### src/rtl/owb_pkg.sv
// ----------------------------------------------------------------------------
// owb_pkg: shared types and codes for the one-wire bus master
// Phase codes, command codes, register indexes and the timing set.
// ----------------------------------------------------------------------------
package owb_pkg;

   localparam int unsigned LONG_W  = 12;
   localparam int unsigned SHORT_W = 8;
   localparam int unsigned CSR_IDX_W = 3;

   typedef logic [LONG_W-1:0]    long_ticks_type;
   typedef logic [SHORT_W-1:0]   short_ticks_type;
   typedef logic [CSR_IDX_W-1:0] csr_index_type;
   typedef logic [2:0]           phase_type;
   typedef logic [1:0]           action_type;

   localparam phase_type PH_IDLE     = 3'd0;
   localparam phase_type PH_RST_LOW  = 3'd1;
   localparam phase_type PH_RST_WAIT = 3'd2;
   localparam phase_type PH_RST_REC  = 3'd3;
   localparam phase_type PH_WR_LOW   = 3'd4;
   localparam phase_type PH_WR_HIGH  = 3'd5;
   localparam phase_type PH_RD_LOW   = 3'd6;
   localparam phase_type PH_RD_HIGH  = 3'd7;

   localparam action_type ACT_TICK  = 2'd0;
   localparam action_type ACT_RESET = 2'd1;
   localparam action_type ACT_WRITE = 2'd2;
   localparam action_type ACT_READ  = 2'd3;

   localparam csr_index_type CSR_RESET_LOW     = 3'd0;
   localparam csr_index_type CSR_PRESENCE_WAIT = 3'd1;
   localparam csr_index_type CSR_RESET_REC     = 3'd2;
   localparam csr_index_type CSR_SLOT          = 3'd3;
   localparam csr_index_type CSR_WRITE_ONE_LOW = 3'd4;
   localparam csr_index_type CSR_READ_LOW      = 3'd5;
   localparam csr_index_type CSR_RECOVERY      = 3'd6;

   typedef struct packed {
      long_ticks_type  reset_low_ticks;
      long_ticks_type  presence_wait_ticks;
      long_ticks_type  reset_recovery_ticks;
      long_ticks_type  slot_ticks;
      short_ticks_type write_one_low_ticks;
      short_ticks_type read_low_ticks;
      short_ticks_type recovery_ticks;
   } cfg_type;

endpackage

### src/rtl/owb_intf.sv
// ----------------------------------------------------------------------------
// owb_intf: channel interfaces of the one-wire bus master
// Tick request channel, per-tick response channel and register write channel.
// ----------------------------------------------------------------------------
interface owb_req_if;
   logic                valid;
   logic                ready;
   owb_pkg::action_type action;
   logic [7:0]          write_byte;
   logic                bus_level;

   modport source (output valid, action, write_byte, bus_level, input ready);
   modport sink   (input valid, action, write_byte, bus_level, output ready);
endinterface

interface owb_rsp_if;
   logic       valid;
   logic       ready;
   logic       drive_low;
   logic       busy_res;
   logic       done_res;
   logic       device_present;
   logic [7:0] read_data;

   modport source (output valid, drive_low, busy_res, done_res, device_present, read_data,
                   input ready);
   modport sink   (input valid, drive_low, busy_res, done_res, device_present, read_data,
                   output ready);
endinterface

interface owb_csr_if;
   logic                   valid;
   logic                   ready;
   owb_pkg::csr_index_type index;
   owb_pkg::long_ticks_type data;

   modport source (output valid, index, data, input ready);
   modport sink   (input valid, index, data, output ready);
endinterface

### src/rtl/owb_csr.sv
// ----------------------------------------------------------------------------
// owb_csr: timing register file
// Holds the seven bus timing values; takes one write beat per cycle.
// ----------------------------------------------------------------------------
module owb_csr (
   input  logic              clock,
   input  logic              reset,
   owb_csr_if.sink           csr_ch,
   output owb_pkg::cfg_type  cfg
);

   owb_pkg::cfg_type cfg_ff;
   owb_pkg::cfg_type cfg_in;

   assign csr_ch.ready = 1'b1;
   assign cfg = cfg_ff;

   always_comb begin
      cfg_in = cfg_ff;
      if (csr_ch.valid) begin
         unique case (csr_ch.index)
            owb_pkg::CSR_RESET_LOW:     cfg_in.reset_low_ticks      = csr_ch.data;
            owb_pkg::CSR_PRESENCE_WAIT: cfg_in.presence_wait_ticks  = csr_ch.data;
            owb_pkg::CSR_RESET_REC:     cfg_in.reset_recovery_ticks = csr_ch.data;
            owb_pkg::CSR_SLOT:          cfg_in.slot_ticks           = csr_ch.data;
            owb_pkg::CSR_WRITE_ONE_LOW: cfg_in.write_one_low_ticks  = csr_ch.data[7:0];
            owb_pkg::CSR_READ_LOW:      cfg_in.read_low_ticks       = csr_ch.data[7:0];
            owb_pkg::CSR_RECOVERY:      cfg_in.recovery_ticks       = csr_ch.data[7:0];
            default:                    cfg_in = cfg_ff;
         endcase
      end
   end

   always_ff @(posedge clock) begin
      if (reset) begin
         cfg_ff.reset_low_ticks      <= 12'd480;
         cfg_ff.presence_wait_ticks  <= 12'd60;
         cfg_ff.reset_recovery_ticks <= 12'd480;
         cfg_ff.slot_ticks           <= 12'd60;
         cfg_ff.write_one_low_ticks  <= 8'd1;
         cfg_ff.read_low_ticks       <= 8'd2;
         cfg_ff.recovery_ticks       <= 8'd1;
      end else begin
         cfg_ff <= cfg_in;
      end
   end

endmodule

### src/rtl/owb_engine.sv
// ----------------------------------------------------------------------------
// owb_engine: per-tick bus sequencer
// Input register, phase machine with tick and bit counters, response register.
// ----------------------------------------------------------------------------
module owb_engine (
   input  logic              clock,
   input  logic              reset,
   input  owb_pkg::cfg_type  cfg,
   owb_req_if.sink           req_ch,
   owb_rsp_if.source         rsp_ch
);

   // input register
   logic                in_valid_ff;
   owb_pkg::action_type in_action_ff;
   logic [7:0]          in_byte_ff;
   logic                in_level_ff;

   // sequencer state
   owb_pkg::phase_type      phase_ff, phase_in;
   owb_pkg::long_ticks_type tick_ff, tick_in;
   logic [2:0]              bit_ff, bit_in;
   logic [7:0]              shift_ff, shift_in;
   owb_pkg::action_type     kind_ff, kind_in;
   logic                    presence_ff, presence_in;
   logic [7:0]              held_ff, held_in;

   // response register
   logic       rsp_valid_ff;
   logic       drive_ff, drive_in;
   logic       busy_ff, busy_in;
   logic       done_ff, done_in;

   logic step_en;
   logic take_req;

   assign step_en  = in_valid_ff && (!rsp_valid_ff || rsp_ch.ready);
   assign req_ch.ready = !in_valid_ff || step_en;
   assign take_req = req_ch.valid && req_ch.ready;

   always_comb begin
      owb_pkg::long_ticks_type len;
      logic                    bit_val;
      logic                    over;
      logic                    last_bit;

      phase_in    = phase_ff;
      tick_in     = tick_ff;
      bit_in      = bit_ff;
      shift_in    = shift_ff;
      kind_in     = kind_ff;
      presence_in = presence_ff;
      held_in     = held_ff;
      drive_in    = 1'b0;
      done_in     = 1'b0;

      if (phase_ff == owb_pkg::PH_IDLE && in_action_ff != owb_pkg::ACT_TICK) begin
         kind_in = in_action_ff;
         tick_in = '0;
         bit_in  = '0;
         unique case (in_action_ff)
            owb_pkg::ACT_RESET: phase_in = owb_pkg::PH_RST_LOW;
            owb_pkg::ACT_WRITE: begin
               shift_in = in_byte_ff;
               phase_in = owb_pkg::PH_WR_LOW;
            end
            default: begin
               shift_in = '0;
               phase_in = owb_pkg::PH_RD_LOW;
            end
         endcase
      end

      busy_in = (phase_in != owb_pkg::PH_IDLE);
      bit_val = shift_in[bit_in];

      // length of the current phase
      case (phase_in)
         owb_pkg::PH_RST_LOW:  len = cfg.reset_low_ticks;
         owb_pkg::PH_RST_WAIT: len = cfg.presence_wait_ticks;
         owb_pkg::PH_RST_REC:  len = cfg.reset_recovery_ticks;
         owb_pkg::PH_WR_LOW:   len = bit_val ? {4'd0, cfg.write_one_low_ticks} : cfg.slot_ticks;
         owb_pkg::PH_WR_HIGH:  len = bit_val ? cfg.slot_ticks : {4'd0, cfg.recovery_ticks};
         owb_pkg::PH_RD_LOW:   len = {4'd0, cfg.read_low_ticks};
         owb_pkg::PH_RD_HIGH:  len = cfg.slot_ticks;
         default:              len = '0;
      endcase

      over     = ({1'b0, tick_in} + 13'd1) >= {1'b0, len};
      last_bit = (bit_in == 3'd7);

      // samples use the tick count before it advances
      if (phase_in == owb_pkg::PH_RST_REC && tick_in == '0) begin
         presence_in = ~in_level_ff;
      end
      if (phase_in == owb_pkg::PH_RD_HIGH && tick_in == '0 && in_level_ff) begin
         shift_in[bit_in] = 1'b1;
      end

      if (phase_in != owb_pkg::PH_IDLE) begin
         tick_in = over ? '0 : tick_in + 12'd1;
      end

      unique case (phase_in)
         owb_pkg::PH_RST_LOW: begin
            drive_in = 1'b1;
            if (over) phase_in = owb_pkg::PH_RST_WAIT;
         end
         owb_pkg::PH_RST_WAIT: begin
            if (over) phase_in = owb_pkg::PH_RST_REC;
         end
         owb_pkg::PH_RST_REC: begin
            if (over) begin
               phase_in = owb_pkg::PH_IDLE;
               done_in  = 1'b1;
            end
         end
         owb_pkg::PH_WR_LOW: begin
            drive_in = 1'b1;
            if (over) phase_in = owb_pkg::PH_WR_HIGH;
         end
         owb_pkg::PH_RD_LOW: begin
            drive_in = 1'b1;
            if (over) phase_in = owb_pkg::PH_RD_HIGH;
         end
         owb_pkg::PH_WR_HIGH, owb_pkg::PH_RD_HIGH: begin
            if (over) begin
               if (last_bit) begin
                  if (kind_in == owb_pkg::ACT_READ) held_in = shift_in;
                  phase_in = owb_pkg::PH_IDLE;
                  done_in  = 1'b1;
               end else begin
                  bit_in   = bit_in + 3'd1;
                  phase_in = (kind_in == owb_pkg::ACT_WRITE) ? owb_pkg::PH_WR_LOW
                                                             : owb_pkg::PH_RD_LOW;
               end
            end
         end
         default: ;
      endcase
   end

   always_ff @(posedge clock) begin
      if (reset) begin
         in_valid_ff  <= 1'b0;
         rsp_valid_ff <= 1'b0;
         phase_ff     <= owb_pkg::PH_IDLE;
         tick_ff      <= '0;
         bit_ff       <= '0;
         shift_ff     <= '0;
         kind_ff      <= owb_pkg::ACT_TICK;
         presence_ff  <= 1'b0;
         held_ff      <= '0;
      end else begin
         if (req_ch.ready) in_valid_ff <= req_ch.valid;
         if (step_en) begin
            rsp_valid_ff <= 1'b1;
            phase_ff     <= phase_in;
            tick_ff      <= tick_in;
            bit_ff       <= bit_in;
            shift_ff     <= shift_in;
            kind_ff      <= kind_in;
            presence_ff  <= presence_in;
            held_ff      <= held_in;
         end else if (rsp_ch.ready) begin
            rsp_valid_ff <= 1'b0;
         end
      end
   end

   always_ff @(posedge clock) begin
      if (take_req) begin
         in_action_ff <= req_ch.action;
         in_byte_ff   <= req_ch.write_byte;
         in_level_ff  <= req_ch.bus_level;
      end
      if (step_en) begin
         drive_ff <= drive_in;
         busy_ff  <= busy_in;
         done_ff  <= done_in;
      end
   end

   assign rsp_ch.valid          = rsp_valid_ff;
   assign rsp_ch.drive_low      = drive_ff;
   assign rsp_ch.busy_res       = busy_ff;
   assign rsp_ch.done_res       = done_ff;
   assign rsp_ch.device_present = presence_ff;
   assign rsp_ch.read_data      = held_ff;

   a_drive_busy: assert property (@(posedge clock) disable iff (reset)
      rsp_valid_ff && drive_ff |-> busy_ff)
      else $error("line driven outside a command");

   a_done_idle: assert property (@(posedge clock) disable iff (reset)
      step_en && done_in |=> phase_ff == owb_pkg::PH_IDLE)
      else $error("sequencer not idle after done");

   a_held_stable: assert property (@(posedge clock) disable iff (reset)
      !(step_en && done_in) |=> $stable(held_ff))
      else $error("read byte changed without a finished command");

   a_stall_only: assert property (@(posedge clock) disable iff (reset)
      !req_ch.ready |-> rsp_valid_ff && !rsp_ch.ready)
      else $error("request blocked without response back-pressure");

endmodule

### src/rtl/one_wire_bus_master.sv
// ----------------------------------------------------------------------------
// one_wire_bus_master: timed master for a single-wire open-drain bus
// Top level: timing register file and per-tick sequencer.
// ----------------------------------------------------------------------------
// Usage:
//   req_ch carries one beat per bus tick (normally 1 us): an action code
//   (tick only, bus reset, write byte, read byte), the byte to send and the
//   sampled line level. Actions are taken only while no command is running.
//   rsp_ch returns exactly one beat per request beat: drive_low for the
//   open-drain driver, busy/done flags, the presence result of the last bus
//   reset and the byte of the last finished read.
//   csr_ch writes the seven timing registers by index; write only while idle.
// Pipeline:
//   A request beat is captured in the input register, then its response
//   is registered: one beat per cycle sustained while rsp_ch is ready, limited
//   by the single phase/counter update between the two registers.
// Reset: all timing registers return to their defaults, the sequencer goes
//   idle, presence and read byte clear.
// Stall: while rsp_ch is not ready the held response stays put, one more
//   request beat is buffered, then req_ch.ready drops.
// ----------------------------------------------------------------------------
module one_wire_bus_master (
   input  logic        clock,
   input  logic        reset,
   owb_req_if.sink     req_ch,
   owb_rsp_if.source   rsp_ch,
   owb_csr_if.sink     csr_ch
);

   owb_pkg::cfg_type cfg;

   owb_csr u_csr (
      .clock  (clock),
      .reset  (reset),
      .csr_ch (csr_ch),
      .cfg    (cfg)
   );

   owb_engine u_engine (
      .clock  (clock),
      .reset  (reset),
      .cfg    (cfg),
      .req_ch (req_ch),
      .rsp_ch (rsp_ch)
   );

endmodule

### src/flat_wrapper.sv
// flat-port wrapper written by rule: the top's interface ports become plain ports
module one_wire_bus_master_flat 
  (clock, reset, req_ch_valid, req_ch_action, req_ch_write_byte, req_ch_bus_level, req_ch_ready, rsp_ch_valid, rsp_ch_drive_low, rsp_ch_busy_res, rsp_ch_done_res, rsp_ch_device_present, rsp_ch_read_data, rsp_ch_ready, csr_ch_valid, csr_ch_index, csr_ch_data, csr_ch_ready);
  owb_req_if req_ch_i ();
  owb_rsp_if rsp_ch_i ();
  owb_csr_if csr_ch_i ();
  input  logic clock;
  input  logic reset;
  input wire logic [$bits(req_ch_i.valid)-1:0] req_ch_valid;
  input wire logic [$bits(req_ch_i.action)-1:0] req_ch_action;
  input wire logic [$bits(req_ch_i.write_byte)-1:0] req_ch_write_byte;
  input wire logic [$bits(req_ch_i.bus_level)-1:0] req_ch_bus_level;
  output wire logic [$bits(req_ch_i.ready)-1:0] req_ch_ready;
  output wire logic [$bits(rsp_ch_i.valid)-1:0] rsp_ch_valid;
  output wire logic [$bits(rsp_ch_i.drive_low)-1:0] rsp_ch_drive_low;
  output wire logic [$bits(rsp_ch_i.busy_res)-1:0] rsp_ch_busy_res;
  output wire logic [$bits(rsp_ch_i.done_res)-1:0] rsp_ch_done_res;
  output wire logic [$bits(rsp_ch_i.device_present)-1:0] rsp_ch_device_present;
  output wire logic [$bits(rsp_ch_i.read_data)-1:0] rsp_ch_read_data;
  input wire logic [$bits(rsp_ch_i.ready)-1:0] rsp_ch_ready;
  input wire logic [$bits(csr_ch_i.valid)-1:0] csr_ch_valid;
  input wire logic [$bits(csr_ch_i.index)-1:0] csr_ch_index;
  input wire logic [$bits(csr_ch_i.data)-1:0] csr_ch_data;
  output wire logic [$bits(csr_ch_i.ready)-1:0] csr_ch_ready;
  assign req_ch_i.valid = req_ch_valid;
  assign req_ch_i.action = req_ch_action;
  assign req_ch_i.write_byte = req_ch_write_byte;
  assign req_ch_i.bus_level = req_ch_bus_level;
  assign req_ch_ready = req_ch_i.ready;
  assign rsp_ch_valid = rsp_ch_i.valid;
  assign rsp_ch_drive_low = rsp_ch_i.drive_low;
  assign rsp_ch_busy_res = rsp_ch_i.busy_res;
  assign rsp_ch_done_res = rsp_ch_i.done_res;
  assign rsp_ch_device_present = rsp_ch_i.device_present;
  assign rsp_ch_read_data = rsp_ch_i.read_data;
  assign rsp_ch_i.ready = rsp_ch_ready;
  assign csr_ch_i.valid = csr_ch_valid;
  assign csr_ch_i.index = csr_ch_index;
  assign csr_ch_i.data = csr_ch_data;
  assign csr_ch_ready = csr_ch_i.ready;
  one_wire_bus_master u_core (.clock(clock), .reset(reset), .req_ch(req_ch_i), .rsp_ch(rsp_ch_i), .csr_ch(csr_ch_i));
endmodule
### config.mk
export PLATFORM = sky130hd
export DESIGN_NAME = one_wire_bus_master_flat
export DESIGN_NICKNAME = d
export VERILOG_FILES = /design/src/rtl/owb_pkg.sv /design/src/rtl/owb_intf.sv /design/src/rtl/owb_csr.sv /design/src/rtl/owb_engine.sv /design/src/rtl/one_wire_bus_master.sv /design/src/flat_wrapper.sv
export SDC_FILE = /design/constraint.sdc
export NUM_CORES = 1
export LEC_CHECK = 0
export BUFFER_PORTS_ARGS = -buffer_cell sky130_fd_sc_hd__buf_4
export CAP_MARGIN = 30
export CELL_PAD_IN_SITES_DETAIL_PLACEMENT = 1
export CELL_PAD_IN_SITES_GLOBAL_PLACEMENT = 1
export CORE_MARGIN = 3
export CORE_UTILIZATION = 45
export DETAILED_ROUTE_END_ITERATION = 8
export GPL_TIMING_DRIVEN = 0
export PLACE_DENSITY = 0.79
export SYNTH_ARGS = -nofsm -noshare
export SYNTH_HDL_FRONTEND = slang
export SYNTH_SLANG_ARGS = --single-unit
### constraint.sdc
create_clock -name clock -period 5.5 [get_ports clock]
set_input_delay 0 -clock clock [delete_from_list [all_inputs] [get_ports clock]]
set_output_delay 0 -clock clock [all_outputs]
set_load 0.01 [all_outputs]
==> results.md, run 1 <==
- Distinct cells, synth: 59
- Crit share post-route: 91.0%
- Synth Flop Type: dfxtp_1
- Period minus WS final: 5.00 ns
- Achievable Freq: 200 MHz
- DR pass1 iterations: 8
- Met3 GRT Util: 6.08%
- Post CTS Setup Buffer Count: 0
- Most frequent cells in the layout: 200 x nand2_1, 111 x dfxtp_1, 86 x a21oi_1
- Layout Skew: 0.0119 ns
- Longest Clk Path Bufs: 2
- Fillers: 1590
- First-pass GRT wire length: 33600 microns
- Crit-path max FO: 10
- Die height: 122 microns
- CTS Buf Count: 17
- Post-Syn Instances: 742
- Final hold violation count: 0
- YS warnings: 0
- Setup CP Type: flip-flop to flip-flop
- Post-DP Area: 0.00656 sq mm
- RSZ-0062 raised after global routing: no
- Clock root buffer: clkbuf_16
- WL/cell: 21.0 microns
- Fin area: 0.00739 sq mm
- DIE AREA: 0.0148 sq mm
- Antenna diode count: 0
- Hold path depth: 5
- Initial antenna violation count: 0
- DR vias: 6058
- FFs w/ async S/R, synth: 0%
- Worst setup path start: u_core.u_engine.in_action_ff[0]
- Nets: 880
- Layout cells sized above 1: 11.3%
- H-tree depth: 4
- GRT Residual Overflow: 0
- Pleak: 2.69 nW
- MaxCap Viol Count: 0
- Synth Net Count: 792
- R2R Path Start: u_core.u_engine.in_action_ff[0]
- CP startpoint kind: flip-flop
- Final HPWL from detailed placement: 14700 microns
- Number of cell rows: 41
- Final ANT Viol Nets: 0
- Max VDD drop: 0.205 mV
- Slew @ Worst Pin: 0.943 ns
- Final WL: 21300 microns
- Crit. End Element: flip-flop
- GR Util met2: 52.3%
- Most crowded layer after global routing: met2
- Worst-Skew Late Latency: 0.43 ns
- Initial cell density of the core: 46.8%
- Largest net degree at the start of global routing: 17
- Core Box Area: 0.0129 sq mm
- CP required: 5.78 ns
- Worst Hold Class: primary input to flip-flop
- Final setup fails: 0
- Mapped Area: 0.00603 sq mm
- Setup TNS: 0 ns
- IO Pins: 46
- GR Util met1: 34.2%
- Hold Slack: 0.0989 ns
- Post-synthesis register bit count: 125
- Layout Area Growth over Synthesis: 22.7%
- GR Util All Layers: 29.8%
- Slew Limit Fails: 0
- Gpl congestion: 0.889
- Port Buffers: 41
- Starting DRT DRC Count: 504
- Number of vias per cell: 5.97
- Hold Startpoint: csr_ch_index[2]
- Commonest non-fill, non-tap cell in the layout: nand2_1
- CTS Sinks: 125
- Reg2Reg Depth: 17
- Status: complete, no violations
- Die X: 122 microns
- Clock transition at path regs: 0.05 ns
- Final core occ: 57.4%
- Power density cells: 320 mW/mm^2
- Vias in the first global route: 6359
- Arrival time worst endpoint: 5.28 ns
- DRC viols: 0
- CTS tree: yes
- Slew HR: 36.9%
- Sequential-to-total area share from yosys stat: 43.8%
- Multi-input logic area: 0.00312 sq mm
- Post-synth EDFFs: 14
- Synthesized area per cell: 8.12 sq um
- Register area: 0.00264 sq mm
==> synth_stat cells, types with 2 or more instances <==
| cell type | count | area share [%] |
|---|---|---|
| a211oi_1 | 9 | 1.1 |
| a21o_1 | 2 | 0.25 |
| a21oi_1 | 86 | 7.1 |
| a221oi_1 | 8 | 1.2 |
| a222oi_1 | 15 | 2.5 |
| a22oi_1 | 4 | 0.50 |
| a2bb2oi_1 | 2 | 0.29 |
| a311oi_1 | 2 | 0.29 |
| a31o_2 | 2 | 0.29 |
| and2_1 | 5 | 0.52 |
| and3_1 | 3 | 0.31 |
| buf_1 | 3 | 0.19 |
| buf_2 | 6 | 0.50 |
| buf_4 | 3 | 0.37 |
| buf_6 | 2 | 0.37 |
| clkbuf_1 | 29 | 1.8 |
| dfxtp_1 | 111 | 37 |
| edfxtp_1 | 14 | 7.0 |
| ha_1 | 19 | 3.9 |
| inv_1 | 16 | 1.0 |
| inv_2 | 2 | 0.12 |
| mux2i_1 | 5 | 0.83 |
| mux4_2 | 2 | 0.75 |
| nand2_1 | 200 | 12 |
| nand2b_1 | 4 | 0.42 |
| nand3_1 | 31 | 2.6 |
| nand3b_1 | 20 | 2.5 |
| nand4_1 | 5 | 0.52 |
| nor2_1 | 36 | 2.2 |
| nor2b_1 | 7 | 0.73 |
| nor3_1 | 12 | 1.0 |
| nor4_1 | 5 | 0.52 |
| o211ai_1 | 8 | 1.0 |
| o21a_1 | 2 | 0.25 |
| o21ai_0 | 10 | 0.83 |
| o21ai_1 | 11 | 0.91 |
| or2_2 | 2 | 0.21 |
| or3_1 | 12 | 1.2 |
| xnor2_1 | 6 | 0.87 |
| xor2_1 | 2 | 0.29 |
==> registers in the layout, summed over array words and instances (netlist names) <==
name and count:
u_core.u_engine.rsp_ch.device_present 1, u_core.u_engine.in_action_ff 2, u_core.u_engine.rsp_ch.read_data 8, u_core.u_engine.bit_ff 3, u_core.u_engine.in_valid_ff 1, u_core.u_engine.in_byte_ff 8, u_core.u_engine.kind_ff 2, u_core.u_engine.phase_ff 3
u_core.u_engine.rsp_ch.done_res 1, u_core.u_engine.rsp_ch.busy_res 1, u_core.u_engine.in_level_ff 1, u_core.u_csr.cfg 72, u_core.u_engine.rsp_ch.valid 1, u_core.u_engine.shift_ff 8, u_core.u_engine.tick_ff 12, u_core.u_engine.rsp_ch.drive_low 1
==> power by group <==
group / internal (mW) / switching [mW] / leakage, nW / total [mW]
sequential: 0.950 / 0.0195 / 1.04 / 0.970
clock: 0.702 / 0.405 / 0.279 / 1.11
combinational: 0.104 / 0.189 / 1.38 / 0.292
total: 1.76 / 0.613 / 2.69 / 2.37
==> critical path, stage by stage, from the launching register on <==
cell and delay [ns]:
edfxtp_1 0.43, inv_1 0.09, ha_1 0.38, nor2_1 0.22, or4b_1 0.48, a21oi_1 0.70, a222oi_1 0.30, o211ai_1 0.17
a221oi_1 0.12, ha_1 0.36, a211oi_1 0.22, o21ai_0 0.17, a211oi_2 0.30, o21a_2 0.25, buf_4 0.22, buf_6 0.17
a2bb2oi_1 0.19, nor2_1 0.05
==> stage by stage <==
stage	instances	setup WS [ns]	power (mW)
detailed placement	957	0.693	1.26
global route	1015	0.239	2.45
global placement	955	0.816	1.24
finish	1015	0.496	2.37
CTS	1015	0.661	2.36
floorplan	742	1.69	1.15
==> layout make-up <==
cell class	instances	share of cell area (%)
Multi-Input combinational cell	556	42.2
Timing Repair Buffer	69	7.82
Buffer	43	2.64
Tap cell	172	2.91
Inverter	18	0.914
Clock inverter	6	1.13
Sequential cell	125	35.7
Clock buffer	26	6.62
==> logic make-up (layout without fill, tap and decap cells) <==
group | Yosys count | in the layout | synth area share [%]
buffers and inverters | 61 | 162 | 4.36
muxes | 8 | 8 | 1.76
DFF | 125 | 125 | 43.8
xor gates and xnor gates | 8 | 8 | 1.16
and+or+nand+nor | 348 | 348 | 26.4
adders and majority gates | 19 | 19 | 3.94
other | 1 | 1 | 0.0622
AOI/OAI and AO/OA | 172 | 172 | 18.5
==> what timing repair did <==
| action | CTS | global route |
|---|---|---|
| hold buffers | 26 | 0 |
| endpoints found under the hold margin | 85 | 0 |
| resized for setup | 0 | 0 |
==> final timing paths <==
path,end,slack [ns]
worst max register to register,u_core.u_engine.bit_ff[2],0.50
worst min register to register,u_core.u_csr.cfg[18],0.45
worst max-delay path,u_core.u_engine.bit_ff[2],0.50
worst min-delay path,u_core.u_csr.cfg[17],0.1
==> per-layer routing <==
metal  vias to the layer above  routed length [microns]
li1                       2799                        -
met1                      3012                     8610
met2                       186                    10800
met3                        61                      988
met4                         0                      858
met5                         -                        0
Power figures use the tool's default switching activity.
==> run 2, diff against run 1 <==
--- a/config.mk
+++ b/config.mk
@@ -10,10 +10,11 @@
 export CELL_PAD_IN_SITES_DETAIL_PLACEMENT = 1
 export CELL_PAD_IN_SITES_GLOBAL_PLACEMENT = 1
 export CORE_MARGIN = 3
-export CORE_UTILIZATION = 45
+export CORE_UTILIZATION = 47
 export DETAILED_ROUTE_END_ITERATION = 8
 export GPL_TIMING_DRIVEN = 0
-export PLACE_DENSITY = 0.79
+export PLACE_DENSITY = 0.8
 export SYNTH_ARGS = -nofsm -noshare
 export SYNTH_HDL_FRONTEND = slang
+export SYNTH_HIERARCHICAL = 1
 export SYNTH_SLANG_ARGS = --single-unit
==> run 2 against run 1 <==
Compared with the run above:
- die area rose by 2.3%
- synthesized cell count decreased by 8.9%
- critical path depth rose by 5
- non-clock buffer count grew 13
- core utilization grew 2.0 points
- critical path type unchanged
- largest power group unchanged
==> results.md, run 2 <==
- GR Util All Layers: 29.4% (was 29.8%)
- Sequential-to-total area share from yosys stat: 41.0% (was 43.8%)
- Pleak: 3.30 nW (was 2.69 nW)
- Post-synthesis register bit count: 125 (unchanged)
- Synth area leaders: dfxtp_1 34%, mux2i_1 11%, edfxtp_1 6.5% (was dfxtp_1 37%, nand2_1 12%, a21oi_1 7.1%)
- Layout cells sized above 1: 16.5% (was 11.3%)
- Gpl congestion: 0.844 (was 0.889)
- Period minus WS final: 5.30 ns (was 5.00 ns)
- Initial antenna violation count: 1 (was 0)
- Cell family with most CP delay: compound AO/OA/AOI/OAI gates (unchanged)
- Synth Flop Type: dfxtp_1 (unchanged)
- Final HPWL from detailed placement: 14200 microns (was 14700 microns)
- First-pass GRT wire length: 33700 microns (was 33600 microns)
- Synth top cells by count: 111 x dfxtp_1, 72 x mux2i_1, 67 x nand2b_1 (was 200 x nand2_1, 111 x dfxtp_1, 86 x a21oi_1)
- Final WL: 22000 microns (was 21300 microns)
- Max FFs per register: 72 (unchanged)
- Clock root buffer: clkbuf_16 (unchanged)
- CP startpoint kind: flip-flop (unchanged)
- Starting DRT DRC Count: 388 (was 504)
- Most frequent cells in the layout: 111 x dfxtp_1, 72 x mux2i_1, 67 x nand2b_1 (was 200 x nand2_1, 111 x dfxtp_1, 86 x a21oi_1)
- Area share of the largest cell type after synthesis: 34.5% (was 36.9%)
- Longest Clk Path Bufs: 2 (unchanged)
- Synthesized area per cell: 9.54 sq um (was 8.12 sq um)
- Nets: 818 (was 880)
- CTS tree: yes (unchanged)
- Power density cells: 308 mW/mm^2 (was 320 mW/mm^2)
- Crit share post-route: 96.4% (was 91.0%)
- CTS Buf Count: 17 (unchanged)
- Max VDD drop: 0.254 mV (was 0.205 mV)
- Post-Syn Instances: 676 (was 742)
- Hold Slack: 0.0409 ns (was 0.0989 ns)
- Synth Net Count: 726 (was 792)
- CP Cell Sequence: inv_1 > ha_1 > buf_2 > nor4_4 > buf_4 > and3_1 > clkbuf_1 > a22o_1 > or3_1 > a21oi_2 > o41ai_2 > buf_6 > a221oi_4 > ha_1 > a21o_1 > a211oi_1 > o21ai_0 > a221oi_2 > nand2_1 > and3_1 > clkbuf_1 > a211oi_1 (was inv_1 > ha_1 > nor2_1 > or4b_1 > a21oi_1 > a222oi_1 > o211ai_1 > a221oi_1 > ha_1 > a211oi_1 > o21ai_0 > a211oi_2 > o21a_2 > buf_4 > buf_6 > a2bb2oi_1 > nor2_1)
- Final setup fails: 0 (unchanged)
- Post-synth EDFFs: 14 (unchanged)
- Number of cell rows: 42 (was 41)
- Vias in the first global route: 6202 (was 6359)
- Final ANT Viol Nets: 0 (unchanged)
- Slew Limit Fails: 0 (unchanged)
- Post-synth top area cell: dfxtp_1 (unchanged)
- Final core occ: 59.4% (was 57.4%)
- Setup CP Type: flip-flop to flip-flop (unchanged)
- Largest net degree at the start of global routing: 17 (unchanged)
- Slew HR: 40.3% (was 36.9%)
- Most common cell in the netlist: dfxtp_1 (was nand2_1)
- H-tree depth: 4 (unchanged)
- MaxCap Viol Count: 0 (unchanged)
- Setup TNS: 0 ns (unchanged)
- Port Buffers: 43 (was 41)
- Status: complete, no violations (unchanged)
- Fillers: 1509 (was 1590)
- Achievable Freq: 189 MHz (was 200 MHz)
- Die X: 123 microns (was 122 microns)
- Commonest non-fill, non-tap cell in the layout: dfxtp_1 (was nand2_1)
- Number of vias per cell: 6.06 (was 5.97)
- Worst-Skew Late Latency: 0.43 ns (about the same)
- YS warnings: 6 (was 0)
- Distinct cells, synth: 64 (was 59)
- Final hold violation count: 0 (unchanged)
- CTS Sinks: 125 (unchanged)
- Crit-path max FO: 10 (unchanged)
- Mapped Area: 0.00645 sq mm (was 0.00603 sq mm)
- FFs w/ async S/R, synth: 0% (unchanged)
- Die height: 123 microns (was 122 microns)
- Clock transition at path regs: 0.06 ns (was 0.05 ns)
- Layout Area Growth over Synthesis: 22.9% (was 22.7%)
- Initial cell density of the core: 48.3% (was 46.8%)
- DIE AREA: 0.0152 sq mm (was 0.0148 sq mm)
- Worst Hold Class: primary input to flip-flop (unchanged)
- DR pass1 iterations: 5 (was 8)
- DRC viols: 0 (unchanged)
- IO Pins: 46 (unchanged)
- CP required: 5.83 ns (was 5.78 ns)
- DR vias: 5808 (was 6058)
- Arrival time worst endpoint: 5.64 ns (was 5.28 ns)
- Layout Skew: 0.00746 ns (was 0.0119 ns)
- Crit path buffers/inverters: 6 (was 3)
- Slew @ Worst Pin: 0.892 ns (was 0.943 ns)
- Core Box Area: 0.0133 sq mm (was 0.0129 sq mm)
- Max incr delay on CP: 0.47 ns (was 0.70 ns)
- WL/cell: 23.0 microns (was 21.0 microns)
- GRT Residual Overflow: 0 (unchanged)
- Crit. End Element: flip-flop (unchanged)
- Slowest CP cell: edfxtp_1 (was a21oi_1)
-- run 2: changes by cell type after synthesis, sizes merged, moves of 14 or more --
cell    previous run  this run
nand3b            20         2
a31oi              2        16
mux2i              5        72
nor2              36        65
nand2b             4        67
nand2            200        37
a22o               1        15
a21oi             86        30
-- run 2: tightest hold or removal path: stages --
cell      delay [ns]
buf_4           0.14
nand4b_1        0.18
mux2i_1         0.09
-- run 2: layout make-up --
cell class,instances,area (sq um),area share [%]
clock buffer,22,484,6.11
timing repair buffer,74,623,7.86
buffer,51,245,3.09
antenna,1,2.50,0.0316
clock inverter,10,111,1.40
inverter,12,45.0,0.568
multi-input combinational,487,3560,44.8
sequential,125,2640,33.3
tap,176,220,2.78
-- run 2: logic make-up after synthesis --
kind of cell             count (synthesis)  synth area share, %
adder cells (fa/ha/maj)                 19                 3.69
flip-flops                             125                 41.0
multiplexers                            86                 13.8
AO/OA/AOI/OAI                          131                 15.3
XOR/XNOR                                10                 1.36
buffers and inverters                   64                 4.54
AND/OR/NAND/NOR                        240                 20.3
other                                    1               0.0581
-- run 2: power breakdown --
group / total [mW] / internal [mW] / leakage, nW / switching, mW
registers: 0.967 / 0.949 / 1.04 / 0.0181
clock network: 1.13 / 0.712 / 0.284 / 0.421
logic: 0.345 / 0.136 / 1.98 / 0.209
-- run 2: timing repair --
action	4_1_cts	5_1_grt
setup buffers	0	3
setup endpoints to repair	0	27
hold endpoints to repair	69	0
hold buffers	27	0
gates resized for setup	0	9
-- run 2: layer usage --
layer	wire length, microns	GRT usage [%]
met1	8550	32.8
met2	11200	52.5
met3	1250	5.76
met4	1020	15.5
met5	0	0
-- run 2: per-stage QoR --
stage | instance area [sq um] | total power [mW] | std cells | worst slack (ns)
2_1_floorplan | 6450 | 1.18 | 676 | 1.33
3_3_place_gp | 6990 | 1.27 | 895 | -0.0223
3_5_place_dp | 7000 | 1.29 | 896 | 0.204
4_1_cts | 7870 | 2.43 | 955 | 0.162
5_1_grt | 7930 | 2.52 | 958 | -0.0139
6_report | 7930 | 2.44 | 958 | 0.198
-- run 2: worst paths after layout --
kind                                         from                                  end  slack, ns  cells past startpoint
setup / recovery  u_core/u_engine/in_action_ff[0]  u_core/u_engine/rsp_ch.read_data[0]       0.20                     22
hold / removal                    csr_ch_index[0]                 u_core/u_csr/cfg[24]       0.04                      3
setup reg to reg  u_core/u_engine/in_action_ff[0]  u_core/u_engine/rsp_ch.read_data[0]       0.20                     22
hold reg to reg              u_core/u_csr/cfg[38]                 u_core/u_csr/cfg[38]       0.48                      2
==> run 3, diff against run 2 <==
--- a/config.mk
+++ b/config.mk
@@ -10,10 +10,11 @@
 export CELL_PAD_IN_SITES_DETAIL_PLACEMENT = 1
 export CELL_PAD_IN_SITES_GLOBAL_PLACEMENT = 1
 export CORE_MARGIN = 3
-export CORE_UTILIZATION = 47
+export CORE_UTILIZATION = 49
+export CTS_BUF_LIST = sky130_fd_sc_hd__clkbuf_4
 export DETAILED_ROUTE_END_ITERATION = 8
 export GPL_TIMING_DRIVEN = 0
-export PLACE_DENSITY = 0.8
+export PLACE_DENSITY = 0.82
 export SYNTH_ARGS = -nofsm -noshare
 export SYNTH_HDL_FRONTEND = slang
 export SYNTH_HIERARCHICAL = 1
==> run 3 against run 2 <==
Compared with the run above:
- worst hold slack gained 0.13 ns
- largest cell class unchanged
- design area fell by 3.6%
- sequential share of layout area is 1.2 points higher
- core utilization grew 0.69 points
- sequential cell count unchanged
- first-iteration DRC count down 4.6%
- via count down 0.52%
- register-to-register slack improved by 0.17 ns
==> results.md, run 3 (synthesis gave the netlist of run 2 again) <==
- Achievable Freq: 195 MHz (was 189 MHz)
- Core Box Area: 0.0127 sq mm (was 0.0133 sq mm)
- Worst Hold Class: primary input to flip-flop (unchanged)
- Number of vias per cell: 6.02 (was 6.06)
- DR pass1 iterations: 5 (unchanged)
- Nets: 824 (was 818)
- DR vias: 5778 (was 5808)
- Sw Share: 29.5% (was 26.5%)
- RSZ-0062 raised after global routing: no
- Dpl cells: 892 (was 896)
- Starting DRT DRC Count: 370 (was 388)
- Final HPWL from detailed placement: 14300 microns (was 14200 microns)
- DRC viols: 0 (unchanged)
- Clock root buffer: clkbuf_4 (was clkbuf_16)
- First-pass GRT wire length: 32900 microns (was 33700 microns)
- Commonest non-fill, non-tap cell in the layout: dfxtp_1 (unchanged)
- Layout Skew: 0.0177 ns (was 0.00746 ns)
- Slew @ Worst Pin: 0.844 ns (was 0.892 ns)
- Reg2Reg Depth: 22 (unchanged)
- Worst R2R Setup Slack: 0.37 ns (was 0.20 ns)
- Sequential Power Share: 48.8% (was 39.6%)
- Crit. End Element: flip-flop (unchanged)
- Power density cells: 259 mW/mm^2 (was 308 mW/mm^2)
- Final hold violation count: 0 (unchanged)
- Period minus WS final: 5.13 ns (was 5.30 ns)
- Arrival time worst endpoint: 5.59 ns (was 5.64 ns)
- Crit-path max FO: 10 (unchanged)
- CP required: 5.96 ns (was 5.83 ns)
- Port Buffers: 43 (unchanged)
- Clock transition at path regs: 0.12 ns (was 0.06 ns)
- Setup CP Type: flip-flop to flip-flop (unchanged)
- Fillers: 1495 (was 1509)
- Max VDD drop: 0.166 mV (was 0.254 mV)
- GRT Residual Overflow: 0 (unchanged)
- H-tree depth: 4 (unchanged)
- Vias in the first global route: 6286 (was 6202)
- Final ANT Viol Nets: 0 (unchanged)
- Non-Filler Instances: 960 (was 958)
- Status: complete, no violations (unchanged)
- WL/cell: 21.5 microns (was 23.0 microns)
- RR Endpoint: u_core/u_engine/rsp_ch.read_data[7] (was u_core/u_engine/rsp_ch.read_data[0])
- Slew HR: 43.5% (was 40.3%)
- Initial cell density of the core: 50.7% (was 48.3%)
- Die X: 121 microns (was 123 microns)
- Clock power frac: 34.4% (was 46.3%)
- CTS tree: yes (unchanged)
- DIE AREA: 0.0146 sq mm (was 0.0152 sq mm)
- Final setup fails: 0 (unchanged)
- Worst setup path endpoint: u_core/u_engine/rsp_ch.read_data[7] (was u_core/u_engine/rsp_ch.read_data[0])
- Combinational share of power: 16.8% (was 14.1%)
- GR Util All Layers: 29.3% (was 29.4%)
- Worst-Skew Late Latency: 0.56 ns (was 0.43 ns)
- Layout cells sized above 1: 15.5% (was 16.5%)
- Number of cell rows: 41 (was 42)
- Switching power: 0.584 mW (was 0.648 mW)
- Initial antenna violation count: 1 (unchanged)
- Layout Area Growth over Synthesis: 18.5% (was 22.9%)
- CTS Sinks: 125 (unchanged)
- Setup TNS: 0 ns (unchanged)
- Slew Limit Fails: 0 (unchanged)
- IO Pins: 46 (unchanged)
- Worst setup path start: u_core/u_engine/in_action_ff[0] (unchanged)
- Pleak: 3.18 nW (was 3.30 nW)
- R2R Path Start: u_core/u_engine/in_action_ff[0] (unchanged)
- Int Power: 1.40 mW (was 1.80 mW)
- CTS Buf Count: 17 (unchanged)
- MaxCap Viol Count: 0 (unchanged)
- Die height: 121 microns (was 123 microns)
- Most frequent cells in the layout: 111 x dfxtp_1, 72 x mux2i_1, 67 x nand2b_1 (unchanged)
- Crit share post-route: 93.3% (was 96.4%)
- Final WL: 20700 microns (was 22000 microns)
- Largest net degree at the start of global routing: 17 (unchanged)
- Gpl congestion: 0.913 (was 0.844)
- CP startpoint kind: flip-flop (unchanged)
- Max FFs per register: 72 (unchanged)
- Longest Clk Path Bufs: 2 (unchanged)
[run 3: metrics by stage]
stage	instance area [sq um]	utilization (%)	hold slack [ns]	worst slack, ns	total power [mW]
2_1_floorplan	6450	-	0.0989	1.33	1.18
3_3_place_gp	6990	54.9	0.178	-0.0137	1.27
3_5_place_dp	7000	55.0	0.180	0.203	1.29
4_1_cts	7620	59.9	0.125	0.225	1.98
5_1_grt	7650	60.1	0.141	0.0103	2.06
6_report	7650	60.1	0.175	0.367	1.98
[run 3: worst max-delay path, stage by stage (launching register included)]
cell,delay [ns]
edfxtp_1,0.46
inv_1,0.12
ha_1,0.15
buf_2,0.20
nor4_4,0.06
buf_4,0.17
and3_1,0.18
clkbuf_1,0.21
a22o_1,0.25
or3_1,0.30
a21oi_1,0.20
o41ai_1,0.18
buf_6,0.20
a221oi_2,0.33
ha_1,0.30
a21o_1,0.16
a211oi_1,0.23
o21ai_0,0.18
a221oi_2,0.27
nand2_1,0.16
and3_1,0.22
clkbuf_1,0.19
a211oi_1,0.28
[run 3: per-layer routing]
layer,track usage [%],share of wire (%),up-vias
li1,-,-,2656
met1,32.5,39,2846
met2,53.1,52,203
met3,5.43,5.0,73
met4,15.0,3.6,0
met5,0,0,-
[run 3: how the worst min path moves through the flow]
stage | from | depth (start not counted) | endpoint
after floorplan | req_ch_action[0] | 0 | u_core/u_engine/in_action_ff[0]
after global routing | req_ch_write_byte[2] | 2 | u_core/u_engine/in_byte_ff[2]
after detailed placement | req_ch_write_byte[2] | 1 | u_core/u_engine/in_byte_ff[2]
after CTS | req_ch_write_byte[1] | 2 | u_core/u_engine/in_byte_ff[1]
after global placement | req_ch_write_byte[7] | 1 | u_core/u_engine/in_byte_ff[7]
final | req_ch_write_byte[5] | 2 | u_core/u_engine/in_byte_ff[5]
[run 3: area by class of cell]
class                      instances  area [sq um]  share of cell area [%]
tap                              172           215                    2.81
buffer                            52           249                    3.26
antenna                            1          2.50                  0.0327
clock buffer                      17           128                    1.67
timing repair buffer              79           676                    8.84
inverter                          12          45.0                   0.589
multi-input combinational        487          3520                    46.0
sequential                       125          2640                    34.6
clock inverter                    15           171                    2.24
[run 3: power by group through the flow]
stage / Sequential, mW / Combinational, mW / Clock [mW]
3_3_place_gp: 0.983 / 0.289 / 0
4_1_cts: 0.965 / 0.323 / 0.695
3_5_place_dp: 0.985 / 0.303 / 0
6_report: 0.965 / 0.333 / 0.681
5_1_grt: 0.969 / 0.356 / 0.738
2_1_floorplan: 0.980 / 0.196 / 0
[run 3: what timing repair did]
action,CTS,global route
setup endpoints to repair,0,18
setup buffers,0,2
hold endpoints to repair,88,0
hold buffers,33,0
gates resized for setup,0,3
